$ cat config.mk
export PLATFORM = sky130hd
export DESIGN_NAME = hvd_scale
export DESIGN_NICKNAME = d
export VERILOG_FILES = /design/src/rtl/assert_macros.svh /design/src/rtl/hvd_pkg.sv /design/src/rtl/hvd_scale.sv
export SDC_FILE = /design/constraint.sdc
export NUM_CORES = 2
export LEC_CHECK = 0
export BUFFER_PORTS_ARGS = -buffer_cell sky130_fd_sc_hd__buf_2
export CAP_MARGIN = 0
export CORE_MARGIN = 4
export CORE_UTILIZATION = 30
export DETAILED_ROUTE_END_ITERATION = 10
export GPL_TIMING_DRIVEN = 0
export PLACE_DENSITY = 0.43
export SYNTH_ARGS = -nofsm -noshare
export SYNTH_HDL_FRONTEND = slang
export SYNTH_SLANG_ARGS = --single-unit
$ cat constraint.sdc
create_clock -name clk -period 14 [get_ports clk]
set_clock_uncertainty 0.2 [all_clocks]
set_input_delay 0.7 -clock clk [delete_from_list [all_inputs] [get_ports clk]]
set_output_delay 0.7 -clock clk [all_outputs]
set_load 0.02 [all_outputs]
$ cat src/rtl/assert_macros.svh
// Assertion macros for the top-level file that checks this block.
`ifndef ASSERT_MACROS_SVH
`define ASSERT_MACROS_SVH

// Same-cycle implication, checked on every rising edge out of reset.
`define HVD_ASSERT_IMPL(name, ante, cons) \
  name: assert property (@(posedge clk) disable iff (!rst_n) (ante) |-> (cons)) \
    else $error("same-cycle check failed");

// Next-cycle implication, checked on every rising edge out of reset.
`define HVD_ASSERT_NEXT(name, ante, cons) \
  name: assert property (@(posedge clk) disable iff (!rst_n) (ante) |=> (cons)) \
    else $error("next-cycle check failed");

`endif

$ cat src/rtl/hvd_pkg.sv
// Types, constants and tables shared by the haversine distance pipeline.
package hvd_pkg;

  localparam int ANGLE_FRAC_BITS = 22;
  localparam int CW = 34;
  localparam int SQRT_STEPS = 32;

  typedef logic signed [CW-1:0] cw_t;
  typedef logic [30:0] q30_t;
  typedef logic [63:0] sq_t;
  typedef logic [1:0] reg_idx_t;

  localparam reg_idx_t REG_RADIUS = 2'd0;
  localparam reg_idx_t REG_ROAD   = 2'd1;
  localparam reg_idx_t REG_NEAR   = 2'd2;

  localparam logic signed [32:0] LAT_LIM   = 33'(90 * (2 ** ANGLE_FRAC_BITS));
  localparam logic signed [32:0] SPAN      = 33'(360 * (2 ** ANGLE_FRAC_BITS));
  localparam logic signed [32:0] HALF_SPAN = 33'(180 * (2 ** ANGLE_FRAC_BITS));
  localparam int SH_FULL = ANGLE_FRAC_BITS + 6;
  localparam int SH_HALF = ANGLE_FRAC_BITS + 7;

  localparam logic [30:0] DEG2RAD     = 31'd1199381129;
  localparam q30_t        HALF_PI_Q30 = 31'd1686629713;
  localparam q30_t        Q30_ONE     = 31'd1073741824;
  localparam cw_t         HALF_PI_S   = 34'sd1686629713;
  localparam cw_t         Q30_ONE_S   = 34'sd1073741824;
  localparam cw_t         GAIN_INV    = 34'sd652032874;

  localparam logic [54:0] DIST_ROUND = 55'd262144000;
  localparam int          DIST_SHIFT = 22;
  localparam logic [32:0] DIV125_M   = 33'd4398046511;
  localparam int          DIV_SHIFT  = 39;
  localparam logic [24:0] DIST_MAX   = '1;
  localparam logic [26:0] ROAD_MAX   = '1;

  // atan(2^-k) in Q30 radians
  function automatic cw_t arc(input logic [4:0] k);
    cw_t a;
    case (k)
      5'd0:  a = 34'sh03243F6A8;
      5'd1:  a = 34'sh01DAC6705;
      5'd2:  a = 34'sh00FADBAFC;
      5'd3:  a = 34'sh007F56EA6;
      5'd4:  a = 34'sh003FEAB76;
      5'd5:  a = 34'sh001FFD55B;
      5'd6:  a = 34'sh000FFFAAA;
      5'd7:  a = 34'sh0007FFF55;
      5'd8:  a = 34'sh0003FFFEA;
      5'd9:  a = 34'sh0001FFFFD;
      5'd10: a = 34'sh0000FFFFF;
      5'd11: a = 34'sh00007FFFF;
      5'd12: a = 34'sh00003FFFF;
      5'd13: a = 34'sh00001FFFF;
      5'd14: a = 34'sh00000FFFF;
      5'd15: a = 34'sh000007FFF;
      5'd16: a = 34'sh000003FFF;
      5'd17: a = 34'sh000001FFF;
      5'd18: a = 34'sh000000FFF;
      5'd19: a = 34'sh0000007FF;
      5'd20: a = 34'sh0000003FF;
      5'd21: a = 34'sh0000001FF;
      5'd22: a = 34'sh0000000FF;
      5'd23: a = 34'sh00000007F;
      5'd24: a = 34'sh00000003F;
      5'd25: a = 34'sh00000001F;
      5'd26: a = 34'sh00000000F;
      5'd27: a = 34'sh000000008;
      5'd28: a = 34'sh000000004;
      5'd29: a = 34'sh000000002;
      5'd30: a = 34'sh000000001;
      default: a = '0;
    endcase
    return a;
  endfunction

  function automatic q30_t clamp_q30(input cw_t v);
    q30_t r;
    if (v < 0) begin
      r = '0;
    end else if (v > Q30_ONE_S) begin
      r = Q30_ONE;
    end else begin
      r = v[30:0];
    end
    return r;
  endfunction

endpackage

$ cat src/rtl/hvd_scale.sv
// Back end: angle to distance, divide by 125 via reciprocal, road product, near test.
module hvd_scale (
  input  logic          clk,
  input  logic          rst_n,
  input  logic          en,
  input  logic          vld_in,
  input  hvd_pkg::cw_t  z_in,
  input  logic [22:0]   radius,
  input  logic [9:0]    factor,
  input  logic [24:0]   thr,
  output logic          vld_out,
  output logic [24:0]   distance,
  output logic [34:0]   road_prod,
  output logic          near
);

  hvd_pkg::q30_t zc;
  logic [53:0]   prod_r;
  logic [54:0]   nsum;
  logic [31:0]   n;
  logic [31:0]   n2_r, n3_r;
  logic [48:0]   ph_r, pl_r;
  logic [65:0]   tot;
  logic [26:0]   qe_r;
  logic [33:0]   rem;
  logic [26:0]   qc;
  logic [24:0]   dist4_r, dist5_r;
  logic [34:0]   rp_r;
  logic          near_r;
  logic          v1_r, v2_r, v3_r, v4_r, v5_r;

  always_comb begin
    if (z_in < 0) zc = '0;
    else if (z_in > hvd_pkg::HALF_PI_S) zc = hvd_pkg::HALF_PI_Q30;
    else zc = z_in[30:0];

    nsum = {1'b0, prod_r} + hvd_pkg::DIST_ROUND;
    n    = nsum[hvd_pkg::DIST_SHIFT +: 32];

    tot  = (66'(ph_r) << 16) + 66'(pl_r);

    // estimate is low by at most one; fix with one compare
    rem  = 34'(n3_r) - 34'(qe_r) * 34'(125);
    qc   = (rem >= 34'(125)) ? qe_r + 27'(1) : qe_r;
  end

  always_ff @(posedge clk) begin
    if (!rst_n) begin
      v1_r <= 1'b0;
      v2_r <= 1'b0;
      v3_r <= 1'b0;
      v4_r <= 1'b0;
      v5_r <= 1'b0;
    end else if (en) begin
      v1_r <= vld_in;
      v2_r <= v1_r;
      v3_r <= v2_r;
      v4_r <= v3_r;
      v5_r <= v4_r;
    end
  end

  always_ff @(posedge clk) begin
    if (en) begin
      prod_r  <= 54'(radius) * 54'(zc);
      n2_r    <= n;
      ph_r    <= 49'(n[31:16]) * 49'(hvd_pkg::DIV125_M);
      pl_r    <= 49'(n[15:0]) * 49'(hvd_pkg::DIV125_M);
      n3_r    <= n2_r;
      qe_r    <= tot[hvd_pkg::DIV_SHIFT +: 27];
      dist4_r <= (qc > 27'(hvd_pkg::DIST_MAX)) ? hvd_pkg::DIST_MAX : qc[24:0];
      dist5_r <= dist4_r;
      rp_r    <= 35'(dist4_r) * 35'(factor);
      near_r  <= dist4_r < thr;
    end
  end

  assign vld_out   = v5_r;
  assign distance  = dist5_r;
  assign road_prod = rp_r;
  assign near      = near_r;

endmodule

==> metrics.yaml <==
cts_root_buf: "clkbuf_16"
wire_per_inst_microns: 20.9
final_common_cell: "inv_1"
htree_levels: 2
drv_cap: 0
worst_slew_pin_slew_ns: 1.33
period_minus_slack_ns: 11.86
reg2reg_to: "pl_r[45]$_DFFE_PP_"
postRouteAntennaNets: 0
overflow: 0
grt_start_max_net_pins: 121
r2r_cells: 29
postSynth.asyncResetShare: 0
finalHoldViolCount: 0
tritoncts: "yes"
drive_gt1_frac: 0.0452
synthCells: 6457
clockBufferDepth: 3
hold_path_depth: 3
hold_buffers: 0
layout_common_cells: "inv_1 (1481), fa_1 (1225), ha_1 (797)"
synth_area_per_cell_sq_um: 9.86
routed_wl_mm: 199
crit_path_top_delay_cell: "or4_1"
cp_common_cell: "fa_1"
grt_pass1_wl_mm: 307
setup_tns_ns: 0
fin_cells: 9515
critPathKind: "in -> reg"
num_vias: 44607
grt_busiest_layer: "met2"
worst-r2r-setup-slack_ns: 3.52
nets: 8797
cts_resized: 0
path_max_fanout: 10
areaGrowthSynthToFinish_pct: 9.78
clk_latency_ns: 0.62
grt.met2_usage: 0.298
clk_pin_slew_ns: 0.06
antenna_found_initial: 5
utilization: 0.332
grt_util_met1: 0.265
cp.arrival_ns: 11.95
die_x_microns: 469
grtUsageTotal: 0.184
start_util: 0.303
status: "finished clean"
drtPass1Iterations: 5
finalSetupViolCount: 0
hold_start: "vld_in"
fin_crit_sh: 0.847
synth_edf_count: 291
die-area_sq_um: 220000
vias_per_cell: 4.69
dpl.hpwl_mm: 169
ys.flop_type: "edfxtp_1"
synth_area_sq_um: 63700
die_y_microns: 469
dp.cells: 9442
cp_data_required_time_ns: 14.09
drt-initial-drc-count: 2564
crit_path_start: "z_in[22]"
numCtsBuffers: 40
yosysUniqueCellTypes: 73
relSlewSlack: 0.109
yosys_warnings: 0
grt_util_met3: 0.0202
max_stage_delay_ns: 0.74
rsz0062_at_grt: "false"
fmax_mhz: 84.3
synth_seq_cells: 296
core_area_sq_um: 210000
drc_errors: 0
io_buffer_count: 156
io_pins: 158
start_kind: "primary input"
critPathCaptureType: "flop"
grt_pass1_vias: 48463
ys_seq_area_frac: 0.139
synthesis.nets: 8575
rr_startpoint: "prod_r[21]$_DFFE_PP_"
post_cts_buffers: 0
min_to: "v1_r$_SDFFE_PN0P_"
slew_violations: 0
min_path_type: "in -> reg"
cts.sinks: 296
routabilityCongestion: 0.905
fp-row-count: 168
[area by class of cell]
class	count	area, sq um
timing repair buffer	180	1180
sequential	296	8840
fill	21872	141000
buffer	227	868
multi-input combinational	4453	48600
antenna	4	10.0
clock buffer	46	1040
tap	2805	3510
clock inverter	23	277
inverter	1481	5560
[cells in the mapped netlist (69+ instances only)]
master	number	area share
xnor2_1	131	0.018
clkbuf_1	212	0.012
nand4_1	69	0.0068
fa_1	1225	0.39
and2_1	311	0.031
nor2_1	118	0.0070
and3_1	156	0.015
ha_1	797	0.16
xor2_1	79	0.011
nand2_1	683	0.040
inv_1	1481	0.087
a21oi_1	201	0.016
o21ai_0	94	0.0074
edfxtp_1	291	0.14
a21o_1	116	0.014
[cells by family (layout without fill, tap and decap cells)]
family	count (synthesis)	after routing	synth area share
adders and majority gates	2022	2022	0.542
AOI/OAI and AO/OA	632	632	0.0642
muxes	11	11	0.00177
xor gates and xnor gates	211	211	0.0291
DFF	296	296	0.139
other	0	4	0
buffers and inverters	1708	1957	0.101
and+or+nand+nor	1577	1577	0.123
[worst max-delay path by stage]
stage	to	slack [ns]	depth (start not counted)
floorplan	prod_r[44]$_DFFE_PP_	4.18	32
global placement	prod_r[53]$_DFFE_PP_	1.58	32
CTS	prod_r[53]$_DFFE_PP_	2.18	32
global route	prod_r[48]$_DFFE_PP_	1.65	31
detailed placement	prod_r[53]$_DFFE_PP_	1.57	32
finish	prod_r[53]$_DFFE_PP_	2.14	32
[metrics by stage]
stage / setup WS (ns) / area, sq um / hold WS (ns)
detailed placement: 1.57 / 68600 / 0.205
finish: 2.14 / 69900 / 0.165
global placement: 1.58 / 68000 / 0.206
floorplan: 4.18 / 63700 / 0.200
global route: 1.65 / 69900 / 0.148
CTS: 2.18 / 69900 / 0.105
[per-layer routing]
layer,share of wire,up-vias,routed length [microns]
li1,-,20610,-
met1,0.48,22844,94800
met2,0.46,972,90600
met3,0.043,181,8580
met4,0.025,0,4880
met5,0,-,0
[registers in the layout (all words and copies together), names as in the netlist]
| register | cells |
|---|---|
| n2_r | 32 |
| v3_r | 1 |
| ph_r | 48 |
| dist4_r | 25 |
| v2_r | 1 |
| prod_r | 33 |
| road_prod | 35 |
| v1_r | 1 |
| qe_r | 27 |
| pl_r | 33 |
| v4_r | 1 |
| vld_out | 1 |
| n3_r | 32 |
| distance | 25 |
| near | 1 |
[worst max-delay path: cells and delay by family]
family / cells / cell delay (ns)
simple gates: 4 / 1.95
fa+ha+maj: 8 / 3.88
buf+inv: 6 / 1.54
compound gates: 13 / 3.73
xor+xnor: 1 / 0.12
Power is left out: the tool's default activity adds up to more than one toggle a clock period on the data nets, which glitch-free logic cannot reach.
