File: src/rtl/assert_macros.svh
// Assertion macros for the top-level file that checks this block.
`ifndef ASSERT_MACROS_SVH
`define ASSERT_MACROS_SVH

// Same-cycle implication, checked on every rising edge out of reset.
`define HVD_ASSERT_IMPL(name, ante, cons) \
  name: assert property (@(posedge clk) disable iff (!rst_n) (ante) |-> (cons)) \
    else $error("same-cycle check failed");

// Next-cycle implication, checked on every rising edge out of reset.
`define HVD_ASSERT_NEXT(name, ante, cons) \
  name: assert property (@(posedge clk) disable iff (!rst_n) (ante) |=> (cons)) \
    else $error("next-cycle check failed");

`endif

File: src/rtl/hvd_pkg.sv
// Types, constants and tables shared by the haversine distance pipeline.
package hvd_pkg;

  localparam int ANGLE_FRAC_BITS = 22;
  localparam int CW = 34;
  localparam int SQRT_STEPS = 32;

  typedef logic signed [CW-1:0] cw_t;
  typedef logic [30:0] q30_t;
  typedef logic [63:0] sq_t;
  typedef logic [1:0] reg_idx_t;

  localparam reg_idx_t REG_RADIUS = 2'd0;
  localparam reg_idx_t REG_ROAD   = 2'd1;
  localparam reg_idx_t REG_NEAR   = 2'd2;

  localparam logic signed [32:0] LAT_LIM   = 33'(90 * (2 ** ANGLE_FRAC_BITS));
  localparam logic signed [32:0] SPAN      = 33'(360 * (2 ** ANGLE_FRAC_BITS));
  localparam logic signed [32:0] HALF_SPAN = 33'(180 * (2 ** ANGLE_FRAC_BITS));
  localparam int SH_FULL = ANGLE_FRAC_BITS + 6;
  localparam int SH_HALF = ANGLE_FRAC_BITS + 7;

  localparam logic [30:0] DEG2RAD     = 31'd1199381129;
  localparam q30_t        HALF_PI_Q30 = 31'd1686629713;
  localparam q30_t        Q30_ONE     = 31'd1073741824;
  localparam cw_t         HALF_PI_S   = 34'sd1686629713;
  localparam cw_t         Q30_ONE_S   = 34'sd1073741824;
  localparam cw_t         GAIN_INV    = 34'sd652032874;

  localparam logic [54:0] DIST_ROUND = 55'd262144000;
  localparam int          DIST_SHIFT = 22;
  localparam logic [32:0] DIV125_M   = 33'd4398046511;
  localparam int          DIV_SHIFT  = 39;
  localparam logic [24:0] DIST_MAX   = '1;
  localparam logic [26:0] ROAD_MAX   = '1;

  // atan(2^-k) in Q30 radians
  function automatic cw_t arc(input logic [4:0] k);
    cw_t a;
    case (k)
      5'd0:  a = 34'sh03243F6A8;
      5'd1:  a = 34'sh01DAC6705;
      5'd2:  a = 34'sh00FADBAFC;
      5'd3:  a = 34'sh007F56EA6;
      5'd4:  a = 34'sh003FEAB76;
      5'd5:  a = 34'sh001FFD55B;
      5'd6:  a = 34'sh000FFFAAA;
      5'd7:  a = 34'sh0007FFF55;
      5'd8:  a = 34'sh0003FFFEA;
      5'd9:  a = 34'sh0001FFFFD;
      5'd10: a = 34'sh0000FFFFF;
      5'd11: a = 34'sh00007FFFF;
      5'd12: a = 34'sh00003FFFF;
      5'd13: a = 34'sh00001FFFF;
      5'd14: a = 34'sh00000FFFF;
      5'd15: a = 34'sh000007FFF;
      5'd16: a = 34'sh000003FFF;
      5'd17: a = 34'sh000001FFF;
      5'd18: a = 34'sh000000FFF;
      5'd19: a = 34'sh0000007FF;
      5'd20: a = 34'sh0000003FF;
      5'd21: a = 34'sh0000001FF;
      5'd22: a = 34'sh0000000FF;
      5'd23: a = 34'sh00000007F;
      5'd24: a = 34'sh00000003F;
      5'd25: a = 34'sh00000001F;
      5'd26: a = 34'sh00000000F;
      5'd27: a = 34'sh000000008;
      5'd28: a = 34'sh000000004;
      5'd29: a = 34'sh000000002;
      5'd30: a = 34'sh000000001;
      default: a = '0;
    endcase
    return a;
  endfunction

  function automatic q30_t clamp_q30(input cw_t v);
    q30_t r;
    if (v < 0) begin
      r = '0;
    end else if (v > Q30_ONE_S) begin
      r = Q30_ONE;
    end else begin
      r = v[30:0];
    end
    return r;
  endfunction

endpackage

File: src/rtl/hvd_front.sv
// Front end: latitude clamp, longitude wrap and degree to radian scaling.
module hvd_front (
  input  logic                 clk,
  input  logic                 rst_n,
  input  logic                 en,
  input  logic                 vld_in,
  input  logic signed [29:0]   first_lat,
  input  logic signed [30:0]   first_lon,
  input  logic signed [29:0]   second_lat,
  input  logic signed [30:0]   second_lon,
  output logic                 vld_out,
  output hvd_pkg::q30_t        ang [4]
);

  logic signed [32:0] la, lb, dlat, diff, t1, dm;
  logic [29:0]        mag_nxt [4];
  logic [29:0]        mag_r [4];
  logic [60:0]        prod_r [4];
  hvd_pkg::q30_t      ang_r [4];
  logic               v1_r, v2_r, v3_r;

  always_comb begin
    la = 33'(first_lat);
    lb = 33'(second_lat);
    if (la > hvd_pkg::LAT_LIM) la = hvd_pkg::LAT_LIM;
    else if (la < -hvd_pkg::LAT_LIM) la = -hvd_pkg::LAT_LIM;
    if (lb > hvd_pkg::LAT_LIM) lb = hvd_pkg::LAT_LIM;
    else if (lb < -hvd_pkg::LAT_LIM) lb = -hvd_pkg::LAT_LIM;
    dlat = lb - la;

    // fold the longitude difference into [0, 180] degrees
    diff = 33'(second_lon) - 33'(first_lon);
    t1   = diff + hvd_pkg::SPAN;
    if (diff >= hvd_pkg::SPAN) dm = diff - hvd_pkg::SPAN;
    else if (diff < 0) dm = (t1 < 0) ? t1 + hvd_pkg::SPAN : t1;
    else dm = diff;
    if (dm > hvd_pkg::HALF_SPAN) dm = hvd_pkg::SPAN - dm;

    mag_nxt[0] = (dlat < 0) ? 30'(-dlat) : 30'(dlat);
    mag_nxt[1] = 30'(dm);
    mag_nxt[2] = (la < 0) ? 30'(-la) : 30'(la);
    mag_nxt[3] = (lb < 0) ? 30'(-lb) : 30'(lb);
  end

  always_ff @(posedge clk) begin
    if (!rst_n) begin
      v1_r <= 1'b0;
      v2_r <= 1'b0;
      v3_r <= 1'b0;
    end else if (en) begin
      v1_r <= vld_in;
      v2_r <= v1_r;
      v3_r <= v2_r;
    end
  end

  for (genvar l = 0; l < 4; l++) begin : g_lane
    // half angles for the two sine lanes, full angles for the cosine lanes
    localparam int SH = (l < 2) ? hvd_pkg::SH_HALF : hvd_pkg::SH_FULL;
    logic [61:0] rnd;

    assign rnd = ({1'b0, prod_r[l]} + (62'(1) << (SH - 1))) >> SH;

    always_ff @(posedge clk) begin
      if (en) begin
        mag_r[l]  <= mag_nxt[l];
        prod_r[l] <= 61'(mag_r[l]) * 61'(hvd_pkg::DEG2RAD);
        ang_r[l]  <= (rnd > 62'(hvd_pkg::HALF_PI_Q30)) ? hvd_pkg::HALF_PI_Q30 : rnd[30:0];
      end
    end

    assign ang[l] = ang_r[l];
  end

  assign vld_out = v3_r;

endmodule

File: config.mk
export PLATFORM = sky130hd
export DESIGN_NAME = hvd_front
export DESIGN_NICKNAME = d
export VERILOG_FILES = /design/src/rtl/assert_macros.svh /design/src/rtl/hvd_pkg.sv /design/src/rtl/hvd_front.sv
export SDC_FILE = /design/constraint.sdc
export NUM_CORES = 2
export LEC_CHECK = 0
export BUFFER_PORTS_ARGS = -buffer_cell sky130_fd_sc_hd__buf_2
export CORE_ASPECT_RATIO = 1.4
export CORE_MARGIN = 4
export CORE_UTILIZATION = 40
export DETAILED_ROUTE_END_ITERATION = 12
export SETUP_SLACK_MARGIN = 0.5
export SLEW_MARGIN = 20
export SYNTH_ARGS = -nofsm -noshare
export SYNTH_HDL_FRONTEND = slang
export SYNTH_SLANG_ARGS = --single-unit
File: constraint.sdc
create_clock -name clk -period 17.1 [get_ports clk]
set_clock_uncertainty 0.15 [all_clocks]
set_input_delay 3.42 -clock clk [delete_from_list [all_inputs] [get_ports clk]]
set_output_delay 3.42 -clock clk [all_outputs]
set_load 0.02 [all_outputs]
==> flow_summary.toml <==
[timing]
fmax_mhz = 94.2
worst_pin_slew_ns = 1.02
setup_tns_ns = 0
timing.hold.ws_ns = 0.372
report.final.slew_viol_count = 0
fin_crit_ns = 10.61
slew_headroom = 0.316
finalHoldViolations = 0
grt_setup_unrepaired = "no"
setup-violations-final = 0
finalCritPeriodShare = 0.621

[yosys]
synthTopCellsByArea = "fa_1, ha_1, edfxtp_1"
synth_nets = 10600
ys_seq_area_frac = 0.144
syn_avg_cell_area_sq_um = 10.2
yosys_warnings = 0
yosysMostFrequentCell = "inv_1"
synth.largest_area_cell = "fa_1"
synth_edf_count = 378
async_flop_share = 0
synth_top_cell_area_share = 0.332
synthCells = 7749
dominantRegCellSynth = "edfxtp_1"
synth_seq_cells = 381
synth_commonest_cells = "inv_1, ha_1, fa_1"
syn_area_sq_um = 79000
synth.distinct_cells = 102

[clocking]
cts.sinks = 381
cts_tree = "built"
clockBufferDepth = 3
post-cts-setup-buffers = 0
cts_buffers = 44
ctsResizeCount = 0
clk_pin_slew_worst_paths_ns = 0.06
clkLatencyLatePin_ns = 0.66
cts-root-buf = "clkbuf_16"
h-tree-depth = 2
holdBufCountCts = 0

[critical_path]
cp_max_fo = 25
reg2reg_depth = 30
cp-end-kind = "flip-flop"
worst-path-buf-inv = 1
cp_slowest_cell = "or4_1"
cp.required_ns = 17.34
r2r_setup_slack_ns = 7.58
critPathMaxStageDelay_ns = 0.60
r2r_start = "mag_r[1][8]"
arrival_ns = 10.85
worst_r2r_endpoint = "prod_r[1][59]"
crit_type = "input pin to flip-flop"
cp-start-kind = "input pin"
path_delay_family = "compound AO/OA/AOI/OAI gates"

[job]
maxCapViolCount = 0

[global_routing]
grt_first_pass_wirelength_um = 321000
grt.busiest_layer = "met2"
grt-ovfl-total = 0
gr-usage-met1 = 0.227
grt_max_degree = 82
grt_use_met3 = 0.0168
antenna_found_initial = 3
grt_pass1_vias = 58800
grt_usage = 0.200
met2_usage = 0.380

[placed_design]
io_buffers = 250
place_inst = 10600
dpl.hpwl_um = 179000
routabilityCongestion = 0.962

[final_layout]
fillers = 19100
register_area_sq_um = 11400
drive_gt1_frac = 0.0532
final_cells = 10700
final_core_util = 0.433
areaGrowthSynthToFinish_pct = 7.39
nets = 10900
multiInputGateArea_sq_um = 59400

[drt]
drcViolationCount = 0
avgRoutedWirePerCell_um = 18.9
dr.pass1.iters = 5
drtIter0Drc = 2340
totalWireLength_um = 202000
num_vias = 53400
antenna_left = 0
routed_via_density = 5.01

[die]
num_rows = 192
fp.dieH_um = 534
die_area_sq_um = 205000
ios = 251
die_w_um = 384
fp.coreArea_sq_um = 196000
initial_core_util = 0.403

[hold_path]
min_from = "v2_r"
hold_depth = 2
min_to = "v2_r"
holdCritPathClass = "flip-flop to flip-flop"

[status]
outcome = "finished clean"
-- cells by family (layout without fill, tap and decap cells) --
logic type | after synthesis | count (layout) | synth area share
adder cells (fa/ha/maj) | 2769 | 2769 | 0.563
flip-flops | 381 | 381 | 0.144
multiplexers | 17 | 17 | 0.00220
other | 0 | 1 | 0
AND/OR/NAND/NOR | 1284 | 1284 | 0.0802
buffers and inverters | 2150 | 2431 | 0.103
XOR/XNOR | 395 | 395 | 0.0443
AO/OA/AOI/OAI | 753 | 753 | 0.0623
-- placed cells by master, fill, tap and decap left out, types with 45 or more instances in the layout --
master,n
a21oi_1,225
o21a_1,46
and2_1,56
nor2_1,344
o21ai_0,146
xor2_1,177
edfxtp_1,378
inv_1,2075
nand2_1,296
nand3_1,117
fa_1,1310
ha_1,1459
nand4_1,61
buf_2,249
a21o_1,88
nor3_1,99
nor2b_1,52
and3_1,45
xnor2_1,214
-- registers in the layout, indices dropped and copies added, names as in the netlist --
register and count:
prod_r 134, vld_out 1, v2_r 1, v1_r 1, ang_r 124, mag_r 120
-- metal layers --
metal | share of wire | vias up
li1 | - | 25200
met1 | 0.38 | 26700
met2 | 0.53 | 1094
met3 | 0.031 | 380
met4 | 0.050 | 0
met5 | 0 | -
-- per-stage QoR --
step	setup WS (ns)	area [sq um]
after detailed placement	5.42	83300
after floorplan	6.78	79000
after global routing	5.95	84800
final	6.49	84800
after global placement	5.65	83300
after CTS	6.14	84800
-- worst register-to-register path: cells and delay by family (launching register included) --
kind            cells  cell delay (ns)
compound gates     12             3.13
buf+inv             6             0.57
xor+xnor            1             0.07
flops               1             0.69
fa+ha+maj           9             4.38
simple gates        2             0.26
-- cell type report --
| type | count | share of cell area |
|---|---|---|
| timing repair buffer | 272 | 0.0168 |
| multi-input combinational | 5218 | 0.701 |
| antenna | 1 | 0.0000295 |
| clock buffer | 47 | 0.0131 |
| inverter | 2078 | 0.0920 |
| tap | 2619 | 0.0386 |
| sequential | 381 | 0.135 |
| clock inverter | 34 | 0.00425 |
-- worst max-delay path by stage --
| stage | from | to | slack, ns | cells after the start |
|---|---|---|---|---|
| after floorplan | first_lat[2] | mag_r[0][17] | 6.78 | 30 |
| final | second_lat[8] | mag_r[0][21] | 6.49 | 27 |
| after CTS | second_lat[8] | mag_r[0][8] | 6.14 | 29 |
| after detailed placement | second_lat[8] | mag_r[0][8] | 5.42 | 29 |
| after global placement | second_lat[8] | mag_r[0][18] | 5.65 | 29 |
| after global routing | first_lat[2] | mag_r[0][6] | 5.95 | 32 |
Power is left out: the tool's default activity adds up to more than one toggle a clock period on the data nets, which glitch-free logic cannot reach.
